## src/design/rcws_pkg.sv

```systemverilog
package rcws_pkg;

   localparam int WINDOW_SEGMENTS = 1024;
   localparam int MAX_SEGMENT     = 1400;
   localparam int MIN_RTO         = 50;

   localparam int IDX_W     = 32;
   localparam int SEG_W     = 11;
   localparam int RTO_W     = 16;
   localparam int FRAC_W    = 16;
   localparam int WIN_W     = 48;
   localparam int DUP_W     = 8;
   localparam int PROD_W    = IDX_W + SEG_W;
   localparam int SLOT_W    = $clog2(WINDOW_SEGMENTS);
   localparam int DIV_NUM_W = 53;
   localparam int DIV_DEN_W = WIN_W;
   localparam int DIV_CNT_W = $clog2(DIV_NUM_W);
   localparam int CSR_W     = 32;
   localparam int RSP_DATA_W = 112;
   localparam int RSP_USER_W = 5;

   localparam logic [WIN_W-1:0] WIN_MAX        = '1;
   localparam logic [WIN_W-1:0] INIT_THRESH_FX = WIN_W'(64'd65536 << FRAC_W);
   localparam logic [DUP_W-1:0] DUP_MAX        = '1;
   localparam logic [DUP_W-1:0] FAST_RETX_DUPS = DUP_W'(3);

   localparam logic [1:0] CSR_SEGMENT_SIZE    = 2'd0;
   localparam logic [1:0] CSR_RETRANS_TIMEOUT = 2'd1;
   localparam logic [1:0] CSR_TOTAL_LENGTH    = 2'd2;

   typedef enum logic [1:0] {
      KIND_POLL = 2'd0,
      KIND_ACK  = 2'd1,
      KIND_TICK = 2'd2
   } kind_type;

   typedef enum logic [2:0] {
      EV_NONE      = 3'd0,
      EV_NEW_ACK   = 3'd1,
      EV_DUP_ACK   = 3'd2,
      EV_FAST_RETX = 3'd3,
      EV_TIMEOUT   = 3'd4
   } event_type;

   typedef enum logic [4:0] {
      S_RESTART, S_CLEAR, S_COUNT, S_IDLE, S_MUL, S_OUTST, S_DISPATCH,
      S_FRT, S_RESEND, S_ADIV, S_ADONE, S_ACKUPD, S_RECOV, S_SSMUL, S_SSADD,
      S_CASTART, S_CADIV, S_CAMUL, S_CAADD, S_ACKEND, S_RESULT
   } state_type;

   // sent mark: set for segment tag only while valid and tag matches
   typedef struct packed {
      logic             valid;
      logic [IDX_W-1:0] tag;
   } mark_type;

   localparam int MARK_W = $bits(mark_type);

   typedef struct packed {
      logic                 start;
      logic [DIV_NUM_W-1:0] num;
      logic [DIV_DEN_W-1:0] den;
   } div_req_type;

   typedef struct packed {
      logic                 busy;
      logic [DIV_NUM_W-1:0] quo;
   } div_rsp_type;

   function automatic logic [WIN_W-1:0] sat_add(input logic [WIN_W-1:0] a,
                                                input logic [WIN_W-1:0] b);
      logic [WIN_W:0] sum;
      sum = {1'b0, a} + {1'b0, b};
      return sum[WIN_W] ? WIN_MAX : sum[WIN_W-1:0];
   endfunction

endpackage

```

## src/design/rcws_div.sv

```systemverilog
module rcws_div (
   input  logic                 clock,
   input  logic                 reset,
   input  rcws_pkg::div_req_type req,
   output rcws_pkg::div_rsp_type rsp
);
   import rcws_pkg::*;

   logic                 busy_ff, busy_in;
   logic [DIV_CNT_W-1:0] step_ff, step_in;
   logic [DIV_DEN_W-1:0] rem_ff, rem_in;
   logic [DIV_NUM_W-1:0] quo_ff, quo_in;
   logic [DIV_DEN_W-1:0] den_ff, den_in;
   logic [DIV_DEN_W:0]   shifted;
   logic [DIV_DEN_W:0]   diff;
   logic                 ge;

   // one quotient bit per cycle, restoring
   always_comb begin
      shifted = {rem_ff, quo_ff[DIV_NUM_W-1]};
      diff    = shifted - {1'b0, den_ff};
      ge      = shifted >= {1'b0, den_ff};
      busy_in = busy_ff;
      step_in = step_ff;
      rem_in  = rem_ff;
      quo_in  = quo_ff;
      den_in  = den_ff;
      if (req.start) begin
         busy_in = 1'b1;
         step_in = DIV_CNT_W'(DIV_NUM_W - 1);
         rem_in  = '0;
         quo_in  = req.num;
         den_in  = req.den;
      end else if (busy_ff) begin
         rem_in = ge ? diff[DIV_DEN_W-1:0] : shifted[DIV_DEN_W-1:0];
         quo_in = {quo_ff[DIV_NUM_W-2:0], ge};
         if (step_ff == '0) begin
            busy_in = 1'b0;
         end else begin
            step_in = step_ff - 1'b1;
         end
      end
   end

   always_ff @(posedge clock) begin
      if (reset) begin
         busy_ff <= 1'b0;
      end else begin
         busy_ff <= busy_in;
      end
      step_ff <= step_in;
      rem_ff  <= rem_in;
      quo_ff  <= quo_in;
      den_ff  <= den_in;
   end

   assign rsp.busy = busy_ff;
   assign rsp.quo  = quo_ff;
endmodule

```

## config.mk

```make
export PLATFORM = sky130hd
export DESIGN_NAME = rcws_div
export DESIGN_NICKNAME = d
export VERILOG_FILES = /design/src/design/rcws_pkg.sv /design/src/design/rcws_div.sv
export SDC_FILE = /design/constraint.sdc
export NUM_CORES = 1
export LEC_CHECK = 0
export BUFFER_PORTS_ARGS = -buffer_cell sky130_fd_sc_hd__buf_2
export CORE_MARGIN = 2
export CORE_UTILIZATION = 33
export CTS_BUF_LIST = sky130_fd_sc_hd__clkbuf_4 sky130_fd_sc_hd__clkbuf_8 sky130_fd_sc_hd__clkbuf_16
export CTS_CLUSTER_DIAMETER = 30
export DETAILED_ROUTE_END_ITERATION = 8
export PLACE_DENSITY_LB_ADDON = 0.08
export SLEW_MARGIN = 0
export SYNTH_ARGS = -nofsm -noshare
export SYNTH_HDL_FRONTEND = slang
export SYNTH_SLANG_ARGS = --single-unit
export TNS_END_PERCENT = 1
```

## constraint.sdc

```tcl
create_clock -name clock -period 3.9 [get_ports clock]
set_input_delay 0.585 -clock clock [delete_from_list [all_inputs] [get_ports clock]]
set_output_delay 0.585 -clock clock [all_outputs]
set_load 0.02 [all_outputs]
```

# Word-level counts from Yosys, hierarchy flattened
# Cells that the tools add are included.
[totals]
register_bits = 156
inputBits = 104
memories = 0
wordCells = 18
latch_bits = 0
output_inout_bits = 54
romBits = 0
mem_bits_rw = 0
[op_classes]
magnitude_cmp = 1
eq_ne = 0
div_mod_pow = 0
shift = 0
reduce_logical = 3
bitwise = 1
n_addsub = 2
n_mux = 6
n_mul = 0
[ops]
columns = ["cell", "n"]
rows = [
  ["53-bit two-way mux", 2],
  ["49-bit by 48-bit >= comparator with 1-bit output", 1],
  ["48-bit two-way mux", 1],
  ["48-bit subtractor", 1],
  ["6-bit zero test", 1],
  ["6-bit by 1-bit subtractor with 6-bit output, second input constant", 1],
  ["1-bit two-way mux", 3],
  ["2-bit AND reduction", 1],
  ["2-bit nonzero test", 1],
  ["1-bit inverter", 1],
]

# Longest topological paths before layout
[logic_depth]
ltp_word = 4
mapped_depth = 15

# Worst setup path before layout
# No wires, ideal clock.
[synth_path]
path_kind = "flip-flop to flip-flop"
from = "register quo_ff[52]"
to = "register rem_ff[34]"
required_time_ps = 3778
path_buffers = 0
arrival_ps = 2927
path_slack_ps = 852
period_less_slack_ps = 3048
path_stages_with_launch = 14
path_cell_list = "edfxtp_1 -> inv_1 -> ha_1 -> fa_1 -> nand2b_1 -> a21oi_1 -> nor4_2 -> o311a_1 -> o21a_1 -> a21o_1 -> o21ai_1 -> a21oi_1 -> xnor2_1 -> a221o_1"
[synth_via]
elab_chain_len = 2
[synth_rtl]
columns = ["element", "line_no", "source"]
rows = [
  ["start: declaration", "rcws_div.sv:12", "logic [DIV_NUM_W-1:0] quo_ff, quo_in;"],
  ["start signal: assignment", "rcws_div.sv:53", "quo_ff <= quo_in;"],
  ["48-bit subtractor / 49-bit by 48-bit >= comparator with 1-bit output (equally long branches)", "rcws_div.sv:21, rcws_div.sv:22", ""],
  ["48-bit two-way mux (*)", "rcws_div.sv:35", "rem_in = ge ? diff[DIV_DEN_W-1:0] : shifted[DIV_DEN_W-1:0];"],
  ["end signal: assignment", "rcws_div.sv:52", "rem_ff <= rem_in;"],
  ["end: declaration", "rcws_div.sv:11", "logic [DIV_DEN_W-1:0] rem_ff, rem_in;"],
]
# Every way passes the cells marked *; elsewhere a longest branch is shown, timed or not.
# A chain may end at the register's enable or synchronous reset.

# Worst setup path in the final report
[layout_path]
from = "register den_ff[18]"
to = "register rem_ff[0]"
[layout_via]
elab_chain_len = 2
[layout_rtl]
columns = ["element", "line_no", "source"]
rows = [
  ["start: declaration", "rcws_div.sv:13", "logic [DIV_DEN_W-1:0] den_ff, den_in;"],
  ["start signal: assignment", "rcws_div.sv:54", "den_ff <= den_in;"],
  ["49-bit by 48-bit >= comparator with 1-bit output", "rcws_div.sv:22", "ge = shifted >= {1'b0, den_ff};"],
  ["48-bit two-way mux", "rcws_div.sv:35", ""],
]
# Every way passes these cells.

==> metrics.txt <==
status finished clean; Num CTS Buffers 17; largest net degree at the start of global routing 81; drt initial violations around 330; Final setup viols 0; clock power share a little over a third; GRT Total Usage 15.86%; final WL 22040 um; static leakage 4.745 nW; Final Hold Vio Count 0; I/O pins 158; Post-synth ARST share 0%; Synth Net Count just over 1000; power share of the combinational group 21.4%; Cell Rows 60; met2 usage 25.18%; fmax 0.3022 GHz; Pwr per Cell Area 439.6 nW/um^2; core area between 20000 and 30000 um^2; Root Driver clkbuf_16; sequential share of power 42.3%; maximum vdd drop around 0.24 mV; fillers 2690; Initial Util 33.54%; R2R Setup Slk 0.59 ns; quantity of gates resized following cts 0; Worst slew margin 46.54%; depth of the CTS H-tree 4; Least-Margin Pin Slew 0.8019 ns; Worst EP arrival 3.65 ns; Final Cycle Share 84.84%; Distinct cells, synth 61; share of cells above drive strength 1 26.21%; Clock transition at path regs 0.07 ns; initial antenna violation count 3; sequential share of the synthesized area 45.73%; syn avg cell area roughly 10 um^2; Setup CP Type flip-flop to flip-flop; Die Area around 29000 um^2; Sw Share 30.14%; CP Launch Type flip-flop; CP endpoint kind flip-flop; most used routing layer met2; Area Growth Syn to Fin 18.24%; ys flop type edfxtp_1; grt total ovfl 0; worst min-delay path category input port to flip-flop; placer's final routability congestion estimate 0.8057; Final #Nets between 1000 and 1500; routed len/inst 16.26 um; worst clock skew 0.01769 ns; Final ANT Viol Nets 0; DRC errors left 0; area of the multi-input gates 4446 um^2; Max Cap Viol 0; setup TNS 0 ns; Hold-fix buffers, CTS 0; FF/Latch Area 4135 um^2; Placed Instances 1324; first-pass GRT wire length 35970 um; Die W 169.5 um; post-CTS setup repair buffer count 0; First-pass DRT Iterations 5; met1 GRT Util between 20% and 30%; Pint 3.282 mW; Post-Syn Instances 865; vias 6730; Tmin final between 3 and 4 ns; GR Util met3 ~4.9%; CTS tree done; Layout Cells excl Fill 1356; hpwl dp 15960 um; ANT cells 0; CTS Buffer Depth 2; peak fanout along the critical path 15; synthesized flop and latch total 156; Ys Warns 0; vias in the first global route between 6000 and 7000; Syn Std Cell Area roughly 9000 um^2; clock net sink count ~160; Die Y 169.5 um; mean number of vias per cell 4.963; later-pin clock latency in the skew report around 0.44 ns; Max Slew Vio Count 0; RSZ-0062 raised after global routing no; CP required 4.24 ns; IO Port Bufs 157; sw power 1.416 mW; EDFF count, synth 101
## cells in the final DEF, fill, tap and decap left out, types with 4 or more instances in the layout
cell type,n
nand2_1,43
a21o_1,23
inv_1,60
nand4_1,16
nor2b_1,8
dfxtp_1,54
buf_4,10
xor2_1,23
o21a_1,5
nor3_1,12
nor4_1,8
mux2_2,53
nand2b_1,15
edfxtp_1,101
a221o_1,5
a21oi_1,50
o21bai_1,7
o21ai_0,24
ha_1,50
inv_6,5
a31oi_1,10
a211oi_1,40
o21ai_1,9
clkbuf_16,17
and2_1,4
buf_2,156
mux2i_1,38
nor2_1,72
nand3_1,10
xnor2_1,26
## cell usage after synthesis (all sizes together) (3+ instances only)
cell    instances  area (um^2)
o21bai          8        71.32
and2            5        33.78
nor2           72        270.3
a221o           5        50.05
nor2b           8        50.05
nand2b         15        93.84
edfxtp        101         3033
a31oi          11        75.07
xor2           23        201.4
a21o           23        172.7
a32oi           3        26.28
nand4          16        100.1
o211ai          3        22.52
a21boi          4        30.02
nand2          44        172.7
buf            14        110.1
o21a            5        37.54
nor3           12        60.06
clkbuf         35        132.6
nand3          10        50.05
o21ai          34        173.9
and3            3        18.77
mux2           55        619.3
o31ai           4        43.79
inv            61        229.0
xnor2          26        227.7
a21oi          52        267.8
ha             50        625.6
nor4            9        62.56
dfxtp          55         1101
mux2i          38        380.4
a211oi         41        312.8
## area by class of cell
type	count	share of cell area [%]
clock buffers	17	3.980
clock inverters	15	1.498
inverters	61	2.142
multi-input cells	599	41.59
flip-flops and latches	156	38.69
well taps	341	3.992
repair buffers	167	8.112
## cells by family (layout without fill, tap and decap cells)
logic type	after synthesis	after routing	synth area share, %
compound gates	207	207	15.58
xor+xnor	49	49	4.747
fa+ha+maj	51	51	7.142
buf+inv	110	260	5.218
flops	156	156	45.73
mux	93	93	11.06
simple gates	199	199	10.52
## per-stage QoR
| step | util [%] | cell area [um^2] | total power, mW | setup WS [ns] | hold slack (ns) |
|---|---|---|---|---|---|
| floorplan | - | 9040 | 2.744 | 0.8515 | 0.4423 |
| global placement | 37.49 | 10100 | 3.042 | 0.6458 | 0.4720 |
| detailed placement | 37.49 | 10100 | 3.033 | 0.5728 | 0.4698 |
| CTS | 39.66 | 10690 | 4.773 | 0.5676 | 0.2679 |
| global route | 39.66 | 10690 | 4.953 | 0.2461 | 0.2713 |
| finish | 39.66 | 10690 | 4.698 | 0.5914 | 0.2935 |
## registers in the layout, summed over array words and instances (netlist names)
register,count
busy_ff,1
quo_ff,53
rem_ff,48
den_ff,48
step_ff,6
## power groups by stage
stage               clock network (mW)  logic, mW  registers (mW)
finish                            1.71       1.01            1.99
global route                      1.83       1.12            2.01
CTS                               1.77       1.02            1.99
detailed placement                   0       1.01            2.02
global placement                     0       1.02            2.02
floorplan                            0      0.658            2.09
## critical path, stage by stage (launching register included)
cell	delay (ns)
edfxtp_1	0.32
inv_1	0.04
ha_1	0.40
a21o_1	0.22
a31oi_1	0.19
o221ai_1	0.13
a21oi_1	0.22
o22ai_1	0.13
a31oi_2	0.20
o21ai_2	0.14
a21boi_4	0.36
buf_4	0.31
mux2_1	0.34
a211oi_1	0.21
## worst paths after layout
check / start / to / cells past startpoint
worst max-delay path: den_ff[18] / rem_ff[0] / 13
worst min-delay path: reset / busy_ff / 2
worst max register to register: den_ff[18] / rem_ff[0] / 13
worst min register to register: rem_ff[1] / rem_ff[1] / 2
## layer usage
layer	vias to the layer above	part of all wire [%]	wire length, um
met4	6	0.72	159
met2	143	46	10070
met1	3128	48	10600
met5	-	0.20	44
li1	3438	-	-
met3	15	5.3	1174
Power figures use the tool's default switching activity.
