**src/design/rcws_ram.sv**
```systemverilog
module rcws_ram #(
   parameter int WIDTH = 8,
   parameter int DEPTH = 16
) (
   input  logic                     clock,
   input  logic                     we,
   input  logic [$clog2(DEPTH)-1:0] waddr,
   input  logic [WIDTH-1:0]         wdata,
   input  logic [$clog2(DEPTH)-1:0] raddr,
   output logic [WIDTH-1:0]         rdata
);
   logic [WIDTH-1:0] mem_ff [DEPTH];
   logic [WIDTH-1:0] rdata_ff;

   always_ff @(posedge clock) begin
      if (we) begin
         mem_ff[waddr] <= wdata;
      end
      rdata_ff <= mem_ff[raddr];
   end

   assign rdata = rdata_ff;
endmodule

```
**config.mk**
```make
export PLATFORM = sky130hd
export DESIGN_NAME = rcws_ram
export DESIGN_NICKNAME = d
export VERILOG_FILES = /design/src/design/rcws_ram.sv
export SDC_FILE = /design/constraint.sdc
export NUM_CORES = 1
export LEC_CHECK = 0
export BUFFER_PORTS_ARGS = -buffer_cell sky130_fd_sc_hd__buf_2
export CORE_MARGIN = 2
export CORE_UTILIZATION = 55
export CTS_BUF_LIST = sky130_fd_sc_hd__clkbuf_2 sky130_fd_sc_hd__clkbuf_4 sky130_fd_sc_hd__clkbuf_8
export CTS_CLUSTER_DIAMETER = 80
export DETAILED_ROUTE_END_ITERATION = 16
export GPL_TIMING_DRIVEN = 0
export PLACE_DENSITY = 0.73
export SYNTH_ARGS = -nofsm -noshare
export SYNTH_HDL_FRONTEND = slang
export SYNTH_SLANG_ARGS = --single-unit
```
**constraint.sdc**
```tcl
create_clock -name clock -period 4.6 [get_ports clock]
set_input_delay 0.92 -clock clock [delete_from_list [all_inputs] [get_ports clock]]
set_output_delay 0.92 -clock clock [all_outputs]
set_load 0.05 [all_outputs]
```
# Yosys cells after proc, flatten, opt, wreduce, memory -nomap -nowiden
# Memory sizes are Yosys's and may differ from the RTL's. A register that Yosys moved wholly into a read port is not among the register bits.
# Cells that the tools add are included.
totals:
  register_bits: 0
  ram_bits: 128
  mem_count: 1
op_classes:
  muxes: 2
mem_list:
  columns: ["memory", "depth", "width", "rd", "rd_ports_with_merged_regs", "write_ports", "line_no", "source"]
  rows:
  - ["mem_ff", 16, 8, 1, 1, 1, "12", "logic [WIDTH-1:0] mem_ff [DEPTH];"]
ops:
  columns: ["op", "n"]
  rows:
  - ["1-bit 2-to-1 mux", 2]

# Longest topological paths before layout
# Gate-level depths: netlist (run 1).
depth:
  ltp_word: 2
  mapped_depth: 5
  mapped_depth_nobuf: 3

# Least setup slack after synthesis (run 1)
# No wires, ideal clock.
synth_path:
  path_kind: "input-to-reg"
  from: "input port waddr[2]"
  to: "memory mem_ff[0][0], enable pin"
  setup_time_ns: 0.383
  t_arrival_ns: 2.030
  slack_ns: 2.187
  path_stages: 2
  path_buffers: 0
  cell_sequence: "or3b_2 nor3_1"
synth_lines:
  columns: ["element", "line_no", "source"]
  rows:
  - ["start, declared", "7", "input logic [$clog2(DEPTH)-1:0] waddr,"]
  - ["end, declared", "12", null]
# Straight into the memory's write port.

# Worst setup path in the final report (run 1)
layout_path:
  from: "input port waddr[2]"
  to: "memory mem_ff[0][6], enable pin"
# Straight into the memory's write port.

==> key figures, run 1 <==
Timing
  • Period minus WS final: 2560 ps
  • Post-route setup TNS: 0 ps
  • Final setup violation count: 0
  • Clock tree skew after final layout: 8.51 ps
  • Final Slew Violations: 0
  • Final Hold Vio Count: 0
  • Maximum clock frequency: 391 MHz
  • Worst-margin pin slew: 1300 ps
  • Final worst-path cycle share: 55.6%
  • Slew headroom: 12.6%
  • Unrepaired setup endpoints after global routing: no

Clock network
  • Skew-Pair Late Insertion Delay: 410 ps
  • Total CTS buffers: 17
  • Max clock buf depth: 2
  • Reg clk slew, reported paths: 70 ps
  • CTS Hold Bufs: 0
  • Clock H-tree levels: 4
  • Sink Count: 136
  • Root Driver: clkbuf_8
  • Post-cts resize count: 0
  • CTS tree: done
  • Buffers inserted during post-CTS setup optimization: 0

Global routing
  • Pin count of the biggest net entering global routing: 17
  • Initial antenna violation count: 0
  • Via count of the first global-routing pass: 2347
  • GRT Total Usage: 20.7%
  • Wire length of the first global-routing pass: 14300 microns
  • Overflow left after global routing: 0

Routing
  • Average wire per cell in the routed design: 24.0 microns
  • Post-route antenna net violation count: 0
  • DRC violation count after routing: 0
  • Initial drt markers: 185
  • Number of search-and-repair iterations in the first detailed-routing pass: 4
  • Number of vias after detailed routing: 2363
  • Final WL: 9500 microns
  • Vias per cell: 5.97

Placement
  • Routability congestion estimate: 0.709
  • Port Buffers: 24
  • Post-detailed-placement half-perimeter wirelength: 5960 microns

Logic synthesis
  • Cell variety after synth: 19
  • Syn avg cell area: 22.5 sq um
  • Area of the mapped netlist: 0.00515 sq mm
  • Sequential share of the synthesized area: 77.8%
  • Gate Count Post-Synth: 229
  • Number of storage elements in the synthesis netlist: 136
  • Syn Nets: 247
  • Synthesis warning total: 0

Die
  • Std-Cell Core Area: 0.00915 sq mm
  • Area of the die: 0.0101 sq mm
  • Die X: 101 microns
  • Die height: 101 microns
  • Placement Rows: 35
  • Initial core utilization: 56.2%
  • Num ports: 26

Critical path
  • Setup slack of the worst register-to-register path: 3200 ps
  • Crit path buffers/inverters: 1
  • Gate family responsible for the most delay along the worst path: simple AND/OR/NAND/NOR gates
  • Reg-to-reg endpoint: rdata[0]
  • Type of the worst setup path: in -> reg
  • WP data required: 4620 ps
  • Startpoint of the lowest-slack register-to-register path: mem_ff[15][0]
  • Worst-path fanout max: 8
  • Cell-by-cell trace of the critical path: buf_2 -> or3b_2 -> nor3_1
  • Element type at the critical path start: primary input
  • Worst path arrival time: 2570 ps
  • Maximum single-stage delay on the critical path: 1010 ps
  • Slowest cell on the critical path: nor3_1
  • FF-to-FF path depth: 3
  • Category of the worst setup path capture point: register

Worst hold path
  • Worst Min Path Start: mem_ff[11][1]
  • Worst hold stages: 3
  • Hold Crit Endpoint: rdata[1]
  • Type of the most critical hold path: reg -> reg

Flow run
  • MaxCap Viol Count: 0

Finish
  • Share of final-layout standard cells stronger than drive strength 1: 29.8%
  • Fill cells: 644
  • Area overhead of the layout relative to synthesis: 13.8%
  • Commonest cells after routing, fill and taps aside: edfxtp_1 (128), buf_2 (27), mux4_2 (18)
  • Number of nets in the layout: 290
  • Most common cell after layout, fill and taps aside: edfxtp_1
  • ANT cells: 0

Status
  • Status: finished clean

Pwr
  • PD cells: 448 mW/mm^2
  • Maximum ir drop on the vdd rail: 0.188 mV
  • Total power: 2.63 mW
  • Leakage power: 1.97 nW
[sequential cells by signal (all words and copies together) (netlist names)]
signal  cells
mem_ff    128
rdata       8
[metrics by stage]
stage | instances | setup slack, ps | cell area, sq um | hold slack [ps] | util (%)
floorplan | 229 | 2190 | 5150 | 629 | -
global placement | 364 | 1630 | 5410 | 651 | 59.1
detailed placement | 364 | 1580 | 5410 | 677 | 59.1
CTS | 396 | 2010 | 5860 | 704 | 64.0
global route | 396 | 1960 | 5860 | 737 | 64.0
finish | 396 | 2040 | 5860 | 699 | 64.0
[cells by family after synthesis]
family                 after synthesis  share of synthesized area [%]
buffers and inverters               10                           1.68
muxes                               32                           15.0
AOI/OAI and AO/OA                   16                           2.33
and+or+nand+nor                     35                           3.18
DFF                                136                           77.8
[report_power, final]
part           internal [mW]  switching, mW
registers               1.38        0.00664
logic                 0.0551          0.103
clock network          0.656          0.423
[layout make-up]
| type | instances | area (sq um) | share of cell area [%] |
|---|---|---|---|
| Timing Repair Buffer | 24 | 120 | 2.05 |
| Clock buffer | 19 | 249 | 4.25 |
| Buffer | 10 | 86.3 | 1.47 |
| Sequential cell | 136 | 4000 | 68.3 |
| Clock inverter | 13 | 204 | 3.48 |
| Tap cell | 111 | 139 | 2.37 |
| Multi-Input combinational cell | 83 | 1060 | 18.0 |
[worst register-to-register path, stage by stage, from the launching register on]
cell and delay [ps]:
edfxtp_1 380, mux4_2 510, a22oi_1 310, nand2_1 90
[worst max path at each step]
stage                  start            to  slack [ps]  depth (start not counted)
global placement    waddr[2]  mem_ff[0][7]        1630                          3
detailed placement  waddr[2]  mem_ff[0][7]        1580                          3
CTS                 waddr[2]  mem_ff[0][6]        2010                          3
floorplan           waddr[2]  mem_ff[0][0]        2190                          2
global route        waddr[2]  mem_ff[0][6]        1960                          3
finish              waddr[2]  mem_ff[0][6]        2040                          3
[layer usage]
layer	track usage (%)	up-vias	routed length (microns)
met5	0	-	0
met4	6.95	0	75
met3	4.72	5	564
met2	31.1	77	4710
met1	30.8	1216	4160
li1	-	1065	-
[cell usage after synthesis]
| cell | number | area [sq um] |
|---|---|---|
| edfxtp_1 | 128 | 3840 |
| mux4_2 | 18 | 405 |
| a22oi_1 | 16 | 120 |
| mux4_1 | 14 | 368 |
| nor2_1 | 13 | 48.8 |
| nand2_1 | 9 | 33.8 |
| dfxtp_1 | 8 | 160 |
| nor3_1 | 4 | 20.0 |
| buf_2 | 3 | 15.0 |
| buf_6 | 3 | 33.8 |
| clkdlybuf4s25_2 | 3 | 30.0 |
| nand2b_1 | 2 | 12.5 |
| nand3b_1 | 2 | 15.0 |
| and2_1 | 1 | 6.26 |
| and2b_1 | 1 | 7.51 |
| buf_4 | 1 | 7.51 |
| nand3_1 | 1 | 5.00 |
| nor2b_1 | 1 | 6.26 |
| or3b_2 | 1 | 8.76 |
(Power assumes the default switching activity.)
==> inputs of run 2 (changes only) <==
PLACE_DENSITY = 0.76   (was 0.73)
clock period = 2.25 ns   (was 4.6 ns; I/O delays follow)
==> run 2 against run 1 <==
Final area fell by 0.85%. Critical path depth did not move. Core utilization fell by 0.55 points. Final cell count rose by 0.25%. Combinational power rose by 100%. Sequential power rose by 100%.
==> key figures, run 2 (synthesized netlist as in run 1, its figures left out) <==
Clock network
  • Total CTS buffers: 17 (unchanged)
  • Skew-Pair Late Insertion Delay: 430 ps (+20 ps)
  • Buffers inserted during post-CTS setup optimization: 0 (unchanged)
  • CTS tree: done
  • Max clock buf depth: 2 (unchanged)
  • Reg clk slew, reported paths: 80 ps (about the same)
  • Post-cts resize count: 0 (unchanged)
  • CTS Hold Bufs: 0 (unchanged)
  • Root Driver: clkbuf_8
  • Sink Count: 136 (unchanged)
  • Clock H-tree levels: 4 (unchanged)

Pwr
  • Leakage power: 1.94 nW (-1.4%)
  • Power share of the sequential group: 55.3% (+2.4 points)
  • Maximum ir drop on the vdd rail: 0.347 mV (+84%)
  • PD cells: 885 mW/mm^2 (+97%)
  • Total power: 5.14 mW (+96%)
  • Cell internal pwr: 3.95 mW (+88%)
  • Switching share of power: 23.2% (+3.0 points)
  • Part of the total power dissipated in combinational logic: 6.2% (+0.2 points)
  • Clock power frac: 38.5% (-2.6 points)
  • Switching power total: 1.19 mW (+120%)

Finish
  • Number of nets in the layout: 291 (+0.34%)
  • ANT cells: 0 (unchanged)
  • Fill cells: 598 (-7.1%)
  • Share of final-layout standard cells stronger than drive strength 1: 30.1% (+0.25 points)
  • Top register by number of flip-flops: mem_ff
  • Area overhead of the layout relative to synthesis: 12.9%
  • Max FFs per register: 128 (unchanged)
  • Utilization after layout: 63.5% (-0.55 points)
  • Commonest cells after routing, fill and taps aside: edfxtp_1 (128), buf_2 (28), mux4_2 (18)
  • Most common cell after layout, fill and taps aside: edfxtp_1

Critical path
  • Type of the worst setup path: in -> reg
  • Setup slack of the worst register-to-register path: 830 ps (-2370 ps)
  • Element type at the critical path start: primary input
  • Category of the worst setup path capture point: register
  • Startpoint of the lowest-slack register-to-register path: mem_ff[5][0]
  • Worst-path fanout max: 8 (unchanged)
  • Worst path arrival time: 1830 ps (-740 ps)
  • WP data required: 2290 ps (-2330 ps)
  • Reg-to-reg endpoint: rdata[0]
  • FF-to-FF path depth: 3 (unchanged)

Worst hold path
  • Worst Min Path Start: wdata[6]
  • Worst hold stages: 1 (-2)
  • Hold Crit Endpoint: mem_ff[2][6]
  • Type of the most critical hold path: in -> reg

Timing
  • Unrepaired setup endpoints after global routing: no
  • Worst-margin pin slew: 1270 ps (-26.1 ps)
  • Clock tree skew after final layout: 7.91 ps (-0.597 ps)
  • Final Slew Violations: 0 (unchanged)
  • Maximum clock frequency: 561 MHz
  • Slew headroom: 14.4% (+1.8 points)
  • Period minus WS final: 1780 ps
  • Final setup violation count: 0 (unchanged)
  • Final Hold Vio Count: 0 (unchanged)
  • Final worst-path cycle share: 79.2%
  • Post-route setup TNS: 0 ps (unchanged)

Routing
  • Average wire per cell in the routed design: 23.0 microns (-4.1%)
  • Vias per cell: 6.11 (+2.4%)
  • Number of search-and-repair iterations in the first detailed-routing pass: 4 (unchanged)
  • DRC violation count after routing: 0 (unchanged)
  • Final WL: 9140 microns (-3.8%)
  • Initial drt markers: 215 (+16%)
  • Number of vias after detailed routing: 2426 (+2.7%)
  • Post-route antenna net violation count: 0 (unchanged)

Placement
  • Routability congestion estimate: 0.702 (-0.87%)
  • Post-detailed-placement half-perimeter wirelength: 5760 microns (-3.4%)
  • Port Buffers: 24 (unchanged)

Die
  • Num ports: 26 (unchanged)
  • Placement Rows: 35 (unchanged)
  • Initial core utilization: 56.2% (unchanged)
  • Die X: 101 microns (unchanged)
  • Area of the die: 0.0101 sq mm (unchanged)
  • Die height: 101 microns (unchanged)
  • Std-Cell Core Area: 0.00915 sq mm (unchanged)

Global routing
  • Met1 usage: 29.3% (-1.5 points)
  • Met2 Usage GRT: 28.9% (-2.2 points)
  • Most utilized layer in the global route result: met1
  • Overflow left after global routing: 0 (unchanged)
  • Via count of the first global-routing pass: 2281 (-2.8%)
  • Pin count of the biggest net entering global routing: 17 (unchanged)
  • GRT Total Usage: 19.9% (-0.85 points)
  • Wire length of the first global-routing pass: 13600 microns (-4.9%)
  • Met3 track demand over resource in global routing: 5.69% (+0.97 points)
  • Initial antenna violation count: 0 (unchanged)

Status
  • Status: finished clean

Flow run
  • MaxCap Viol Count: 0 (unchanged)
[run 2: area by class of cell]
class / instances / area (sq um) / area share, %
Clock inverter: 15 / 164 / 2.82
Clock buffer: 17 / 234 / 4.03
Timing Repair Buffer: 25 / 125 / 2.15
Buffer: 10 / 86.3 / 1.49
Multi-Input combinational cell: 83 / 1060 / 18.2
Sequential cell: 136 / 4000 / 68.9
Tap cell: 111 / 139 / 2.39
[run 2: per-layer routing]
metal	wire length [microns]	share of wire (%)	up-vias
met5	0	0	-
met4	140	1.5	0
met3	810	8.9	14
met2	4460	49	111
met1	3730	41	1238
li1	-	-	1063
[run 2: worst max path at each step]
stage	from	end	slack [ps]	depth (start not counted)
after detailed placement	waddr[2]	mem_ff[0][7]	-270	3
final	waddr[2]	mem_ff[8][7]	470	3
after global placement	waddr[2]	mem_ff[0][7]	-230	3
after global routing	waddr[2]	mem_ff[8][1]	330	3
after floorplan	waddr[2]	mem_ff[0][0]	310	2
after CTS	waddr[2]	mem_ff[0][2]	200	3
[run 2: metrics by stage]
| stage | worst slack (ps) | hold WS, ps | instances | area (sq um) |
|---|---|---|---|---|
| final | 468 | 406 | 397 | 5810 |
| after global placement | -231 | 655 | 364 | 5410 |
| after CTS | 202 | 390 | 396 | 5800 |
| after global routing | 334 | 400 | 397 | 5810 |
| after detailed placement | -265 | 676 | 364 | 5410 |
| after floorplan | 307 | 549 | 229 | 5150 |
[run 2: worst max-delay path: stages]
cell	delay (ps)
buf_2	110
nand3b_1	250
nor3_1	1010
[run 2: power by group through the flow]
stage	Sequential, mW	Combinational [mW]	Clock (mW)
finish	2.84	0.320	1.98
global route	2.85	0.343	2.11
CTS	2.84	0.324	2.00
detailed placement	2.90	0.324	0
global placement	2.89	0.314	0
floorplan	2.96	0.144	0
==> inputs of run 3 (changes only) <==
ABC_AREA = 1   (was not set)
PLACE_DENSITY = 0.75   (was 0.76)
clock period = 1.5 ns   (was 2.25 ns; I/O delays follow)
==> run 3 against run 2 <==
Critical path depth stayed put. Synthesized cell count up 140%. Flip-flop and latch count unchanged. Sequential share of layout area down 7.7 points. Area after synthesis rose by 12%. Non-clock buffer count rose by 11. Combinational power grew 98%. Die area rose by 12%. Critical path type unchanged. Largest power group unchanged.
==> key figures, run 3 <==
Routing
  • Vias per cell: 5.34 (-13%)
  • Average wire per cell in the routed design: 18.5 microns (-20%)
  • DRC violation count after routing: 0 (unchanged)
  • Final WL: 13700 microns (+50%)
  • Post-route antenna net violation count: 0 (unchanged)
  • Number of vias after detailed routing: 3955 (+63%)
  • Number of search-and-repair iterations in the first detailed-routing pass: 6 (+2)
  • Initial drt markers: 425 (+98%)

Die
  • Area of the die: 0.0113 sq mm (+12%)
  • Num ports: 26 (unchanged)
  • Initial core utilization: 56.4% (+0.12 points)
  • Std-Cell Core Area: 0.0102 sq mm (+12%)
  • Die X: 106 microns (+5.6%)
  • Die height: 106 microns (+5.6%)
  • Placement Rows: 37 (+5.7%)

Timing
  • Hold_ws: 268 ps (-139 ps)
  • Final setup violation count: 0 (unchanged)
  • Period minus WS final: 1350 ps
  • Slew headroom: 35.1% (+21 points)
  • Unrepaired setup endpoints after global routing: no
  • Setup slack of the critical path after layout: 153 ps (-314 ps)
  • Final worst-path cycle share: 89.8%
  • Maximum clock frequency: 743 MHz
  • Worst-margin pin slew: 971 ps (-304 ps)
  • Clock tree skew after final layout: 11.2 ps (+3.29 ps)
  • Final Slew Violations: 0 (unchanged)
  • Final Hold Vio Count: 0 (unchanged)
  • Post-route setup TNS: 0 ps (unchanged)

Global routing
  • Via count of the first global-routing pass: 3809 (+67%)
  • Overflow left after global routing: 0 (unchanged)
  • Pin count of the biggest net entering global routing: 17 (unchanged)
  • Wire length of the first global-routing pass: 20700 microns (+52%)
  • Initial antenna violation count: 0 (unchanged)
  • GRT Total Usage: 25.9% (+6.0 points)

Critical path
  • Element type at the critical path start: primary input
  • WP data required: 1560 ps (-730 ps)
  • Cell-by-cell trace of the critical path: buf_2 -> nand3b_1 -> nor2_1
  • Maximum single-stage delay on the critical path: 770 ps (-240 ps)
  • Reg-to-reg endpoint: rdata[1]
  • FF-to-FF path depth: 6 (+3)
  • Slowest cell on the critical path: nor2_1
  • Type of the worst setup path: in -> reg
  • Startpoint of the lowest-slack register-to-register path: mem_ff[0][1]
  • Worst path arrival time: 1410 ps (-420 ps)
  • Gate family responsible for the most delay along the worst path: simple AND/OR/NAND/NOR gates
  • Worst-path fanout max: 8 (unchanged)
  • Setup slack of the worst register-to-register path: 440 ps (-390 ps)
  • Category of the worst setup path capture point: register
  • Crit path buffers/inverters: 1 (unchanged)

Logic synthesis
  • Leading cell types by total area after synthesis: edfxtp_1 (67%), nand2_1 (11%), nand3_1 (8.4%)
  • Cell with the most instances after synthesis: nand2_1
  • Gate Count Post-Synth: 551 (+140%)
  • Prevailing post-synth register cell: edfxtp_1
  • Area of the mapped netlist: 0.00577 sq mm (+12%)
  • Async S/R FF share, synth: 0% (unchanged)
  • Number of storage elements in the synthesis netlist: 136 (unchanged)
  • Syn avg cell area: 10.5 sq um (-53%)
  • Cell taking the most area after synthesis: edfxtp_1
  • Number of enable flip-flop cells after synthesis: 128 (unchanged)
  • Syn Nets: 569 (+130%)
  • Most frequent cells after synthesis: nand2_1 (173), edfxtp_1 (128), inv_1 (100), nand3_1 (97), nor2_1 (17)
  • Synthesis warning total: 0 (unchanged)
  • Cell variety after synth: 12 (-7)
  • Sequential share of the synthesized area: 69.4% (-8.4 points)
  • Fraction of synthesized cell area taken by the top area cell type: 66.7% (-8.0 points)

Clock network
  • Clock H-tree levels: 4 (unchanged)
  • Skew-Pair Late Insertion Delay: 440 ps (about the same)
  • Sink Count: 136 (unchanged)
  • Max clock buf depth: 2 (unchanged)
  • Total CTS buffers: 17 (unchanged)
  • Root Driver: clkbuf_8
  • Post-cts resize count: 0 (unchanged)
  • CTS tree: done
  • CTS Hold Bufs: 0 (unchanged)
  • Reg clk slew, reported paths: 80 ps (about the same)
  • Buffers inserted during post-CTS setup optimization: 0 (unchanged)

Flow run
  • MaxCap Viol Count: 0 (unchanged)

Finish
  • Multi-input logic area: 0.00121 sq mm (+15%)
  • Finished layout cell area: 0.00654 sq mm (+13%)
  • Top register by number of flip-flops: mem_ff
  • Max FFs per register: 128 (unchanged)
  • Utilization after layout: 63.9% (+0.41 points)
  • ANT cells: 0 (unchanged)
  • Share of final-layout standard cells stronger than drive strength 1: 12.6% (-18 points)
  • Area overhead of the layout relative to synthesis: 13.3%
  • Sequential cell area: 0.00400 sq mm (unchanged)
  • Non-filler instance count after layout: 741 (+87%)
  • Commonest cells after routing, fill and taps aside: nand2_1 (173), edfxtp_1 (128), inv_1 (100)
  • Fill cells: 800 (+34%)
  • Most common cell after layout, fill and taps aside: nand2_1
  • Number of nets in the layout: 610 (+110%)

Worst hold path
  • Worst Min Path Start: wdata[1]
  • Type of the most critical hold path: in -> reg
  • Hold Crit Endpoint: mem_ff[9][1]
  • Worst hold stages: 1 (unchanged)

Pwr
  • Total power: 8.57 mW (+67%)
  • Leakage power: 2.85 nW (+47%)
  • Maximum ir drop on the vdd rail: 1.04 mV (+200%)
  • PD cells: 1310 mW/mm^2 (+48%)

Placement
  • Post-detailed-placement half-perimeter wirelength: 8600 microns (+49%)
  • Port Buffers: 22 (-8.3%)
  • Placed cell count: 709 (+95%)
  • Placement-stage worst setup slack: -304 ps (-38.6 ps)
  • Routability congestion estimate: 0.918 (+31%)
  • DP Area: 0.00605 sq mm (+12%)

Status
  • Status: finished clean
## run 3: cell count changes in the layout (fill, tap and decap cells not counted), moves of 4 or more
cell / before / now
a22oi_1: 16 / 0
buf_2: 28 / 35
bufinv_16: 2 / 7
inv_1: 0 / 100
inv_6: 6 / 0
mux4_1: 14 / 0
mux4_2: 18 / 0
nand2_1: 9 / 173
nand3_1: 1 / 97
nor2_1: 13 / 17
nor3_1: 4 / 0
## run 3: power breakdown
group / total [mW] / switching, mW / internal, mW
logic: 0.634 / 0.471 / 0.163
registers: 4.26 / 0.0212 / 4.24
clock network: 3.67 / 1.38 / 2.29
total: 8.57 / 1.87 / 6.70
## run 3: area by class of cell
type | instances | area share (%)
Inverter | 102 | 5.86
Timing Repair Buffer | 22 | 1.68
Sequential cell | 136 | 61.3
Buffer | 24 | 2.55
Tap cell | 136 | 2.60
Clock inverter | 15 | 3.91
Clock buffer | 17 | 3.58
Multi-Input combinational cell | 289 | 18.6
## run 3: worst max-delay path by stage
| stage | start | cells past startpoint | end | slack, ps |
|---|---|---|---|---|
| after detailed placement | waddr[3] | 3 | mem_ff[5][0] | -300 |
| after global placement | waddr[3] | 3 | mem_ff[4][0] | -240 |
| final | waddr[3] | 3 | mem_ff[5][1] | 150 |
| after floorplan | waddr[2] | 2 | mem_ff[10][0] | 250 |
| after global routing | waddr[3] | 3 | mem_ff[5][1] | 80 |
| after CTS | waddr[3] | 3 | mem_ff[5][1] | 160 |
## run 3: routing by layer
| layer | up-vias | GRT usage [%] | routed length, microns |
|---|---|---|---|
| met4 | 0 | 10.3 | 364 |
| met5 | - | 0 | 0 |
| met3 | 29 | 6.74 | 1290 |
| met2 | 207 | 40.6 | 6370 |
| met1 | 1865 | 34.9 | 5690 |
| li1 | 1854 | - | - |
## run 3: kinds of logic (layout without fill, tap and decap cells)
kind of cell / count (synthesis) / in the layout / share of synthesized area (%)
buffers and inverters: 126 / 180 / 9.52
DFF: 136 / 136 / 69.4
and+or+nand+nor: 289 / 289 / 21.0
